$ cat src/rtl/aep_dly.sv
// Enabled shift-register delay line used to keep side data aligned with long units.
// No dependencies.
`timescale 1ns / 1ps
`default_nettype none

module aep_dly #(
    parameter int WIDTH = 8,
    parameter int DEPTH = 2
) (
    input  logic             clk,
    input  logic             en,
    input  logic [WIDTH-1:0] din,
    output logic [WIDTH-1:0] dout
);

    logic [WIDTH-1:0] tap_reg [0:DEPTH-1];

    always_ff @(posedge clk)
    begin
        if (en)
        begin
            tap_reg[0] <= din;
            for (int i = 1; i < DEPTH; i++)
            begin
                tap_reg[i] <= tap_reg[i-1];
            end
        end
    end

    assign dout = tap_reg[DEPTH-1];

endmodule

`default_nettype wire

$ cat config.mk
export PLATFORM = sky130hd
export DESIGN_NAME = aep_dly
export DESIGN_NICKNAME = d
export VERILOG_FILES = /design/src/rtl/aep_dly.sv
export SDC_FILE = /design/constraint.sdc
export NUM_CORES = 1
export LEC_CHECK = 0
export BUFFER_PORTS_ARGS = -buffer_cell sky130_fd_sc_hd__buf_4
export CAP_MARGIN = 20
export CORE_AREA = 8 8 45 47
export CTS_BUF_LIST = sky130_fd_sc_hd__clkbuf_4 sky130_fd_sc_hd__clkbuf_8
export DETAILED_ROUTE_END_ITERATION = 10
export DIE_AREA = 0 0 53 55
export PLACE_DENSITY = 0.66
export SYNTH_ARGS = -nofsm -noshare
export SYNTH_HDL_FRONTEND = slang
export SYNTH_SLANG_ARGS = --single-unit
$ cat constraint.sdc
create_clock -name clk -period 1 [get_ports clk]
set_input_delay 0 -clock clk [delete_from_list [all_inputs] [get_ports clk]]
set_output_delay 0 -clock clk [all_outputs]
set_load 0.03 [all_outputs]
==> results.toml <==
[cells_and_area]
drive_above_1_share_pct = 45.5
multi_input_area_um2 = 0
largest_reg_flops = 16
area_growth_syn_to_layout_pct = 35.2
fin_util_pct = 52.8
nets = 56
num-multi-input-gates = 0
final_cells = 60
final_area_um2 = 731
antennaDiodeCount = 0

[setup_path]
crit_fanout = 1
cpPeakStageDelay_ps = 370
required_ps = 1000
path_buf_inv = 1
worst_setup_path_start_kind = "flip-flop"
r2r-start = "tap_reg[0][5]$_DFFE_PP_"
cp.arrival_ps = 810
slowest_stage = "edfxtp_1"
path_cells = "buf_4"
reg2reg_depth = 0
r2r_end = "tap_reg[0][13]$_DFFE_PP_"
path_class = "flip-flop to primary output"
cp.depth = 1
cp-end-kind = "primary output"
r2r_setup_slack_ps = 380
critPathTopFamily = "flip-flops"

[sta]
slew_violations = 0
clock_skew_ps = 0.249
fmax_mhz = 1230
worst_slack_ps = 187
slew_headroom_pct = 87.6
period_share_pct = 81.3
whs_ps = 92.2
min_period_ps = 813
rsz0062_at_grt = "no"
setup_tns_ps = 0
worstMarginPinSlew_ps = 186
finalHoldViolCount = 0
finalSetupViolCount = 0

[place]
place_inst = 49
place_ws_ps = 382
postPlaceCellArea_um2 = 628
gp_congestion = 0.576
place.port_buffers = 17

[clocking]
path_clk_slew_ps = 80
cts-resized-gates = 0
htree_levels = 1
cts_buffer_depth = 2
ctsHoldBuffers = 8
postCtsSetupRepairBufs = 0
insertion_delay_ps = 260
cts-root-buf = "clkbuf_4"
cts.sinks = 16
cts_tree = "built"
cts_buffers = 3

[die]
coreArea_um2 = 1380
die_h_um = 55
rows = 14
die_w_um = 53
fp.dieArea_um2 = 2920
io_pins = 18
start_util_pct = 39.1

[route]
wl_per_cell_um = 11.2
drc = 0
antenna_left = 0
routed_wl_um = 672
dr.pass1.iters = 2
vias = 246
drt-initial-drc-count = 1
viasPerCell = 4.10

[global_routing]
first_global_vias = 274
grt_usage_pct = 4.68
grt_pass1_wl_mm = 1.00
globalRouteOverflowTotal = 0
grt_antenna_before_repair = 0
grt_max_degree = 17

[yosys]
synthCells = 24
synth_area_um2 = 541
synthDistinctLibCells = 2
ys_seq_area_share_pct = 88.9
yosys_register_bits = 16
yosys_warnings = 0
synthesis.nets = 34
avgSynthCellArea_um2 = 22.5

[worst_hold_path]
hold-path-endpoint = "tap_reg[0][2]$_DFFE_PP_"
min_path_type = "primary input to flip-flop"
min-delay-start = "en"
hold_depth = 1

[power_and_ir_drop]
p_leak_nw = 0.285
finalPower_mw = 1.24
peakVddDrop_mv = 0.925
pwr_density_cell_nw_per_um2 = 1690

[flow_run]
drv_cap = 0

[outcome]
status = "finished clean"
cell usage after synthesis:
library cell	count	area, um^2
buf_4	8	60.1
edfxtp_1	16	480
cell usage in the layout (no fill, tap or decap):
master         instances
clkbuf_4               3
buf_4                 17
dlygate4sd3_1          8
edfxtp_1              16
kinds of logic after synthesis:
family / Yosys count / share of synthesized area (%)
flip-flops: 16 / 88.9
buffers and inverters: 8 / 11.1
worst max-delay path by stage:
stage | from | end | slack [ps]
detailed placement | tap_reg[0][3]$_DFFE_PP_ | tap_reg[0][11]$_DFFE_PP_ | 380
global placement | tap_reg[0][1]$_DFFE_PP_ | tap_reg[0][9]$_DFFE_PP_ | 410
global route | tap_reg[0][10]$_DFFE_PP_ | dout[2] | 140
finish | tap_reg[0][11]$_DFFE_PP_ | dout[3] | 190
CTS | tap_reg[0][11]$_DFFE_PP_ | dout[3] | 170
floorplan | tap_reg[0][2]$_DFFE_PP_ | tap_reg[0][10]$_DFFE_PP_ | 410
layer usage:
layer	vias up	track usage [%]	routed length [um]
met5	-	0	0
met3	0	3.74	134
met2	18	8.20	296
li1	122	-	-
met4	0	2.59	0
met1	106	3.53	241
power by group:
| group | leakage [nW] | switching, mW | internal [mW] | total [mW] |
|---|---|---|---|---|
| sequential | 0.157 | 0.0118 | 0.794 | 0.806 |
| clock | 0.0138 | 0.155 | 0.139 | 0.294 |
| combinational | 0.115 | 0.0700 | 0.0679 | 0.138 |
| total | 0.285 | 0.237 | 1.00 | 1.24 |
layout make-up:
class | instances | area (um^2)
clock buffers | 3 | 22.5
well taps | 16 | 20.0
flip-flops and latches | 16 | 480
fillers | 104 | 653
repair buffers | 25 | 208
No activity file was read; power rests on OpenSTA's default activity.
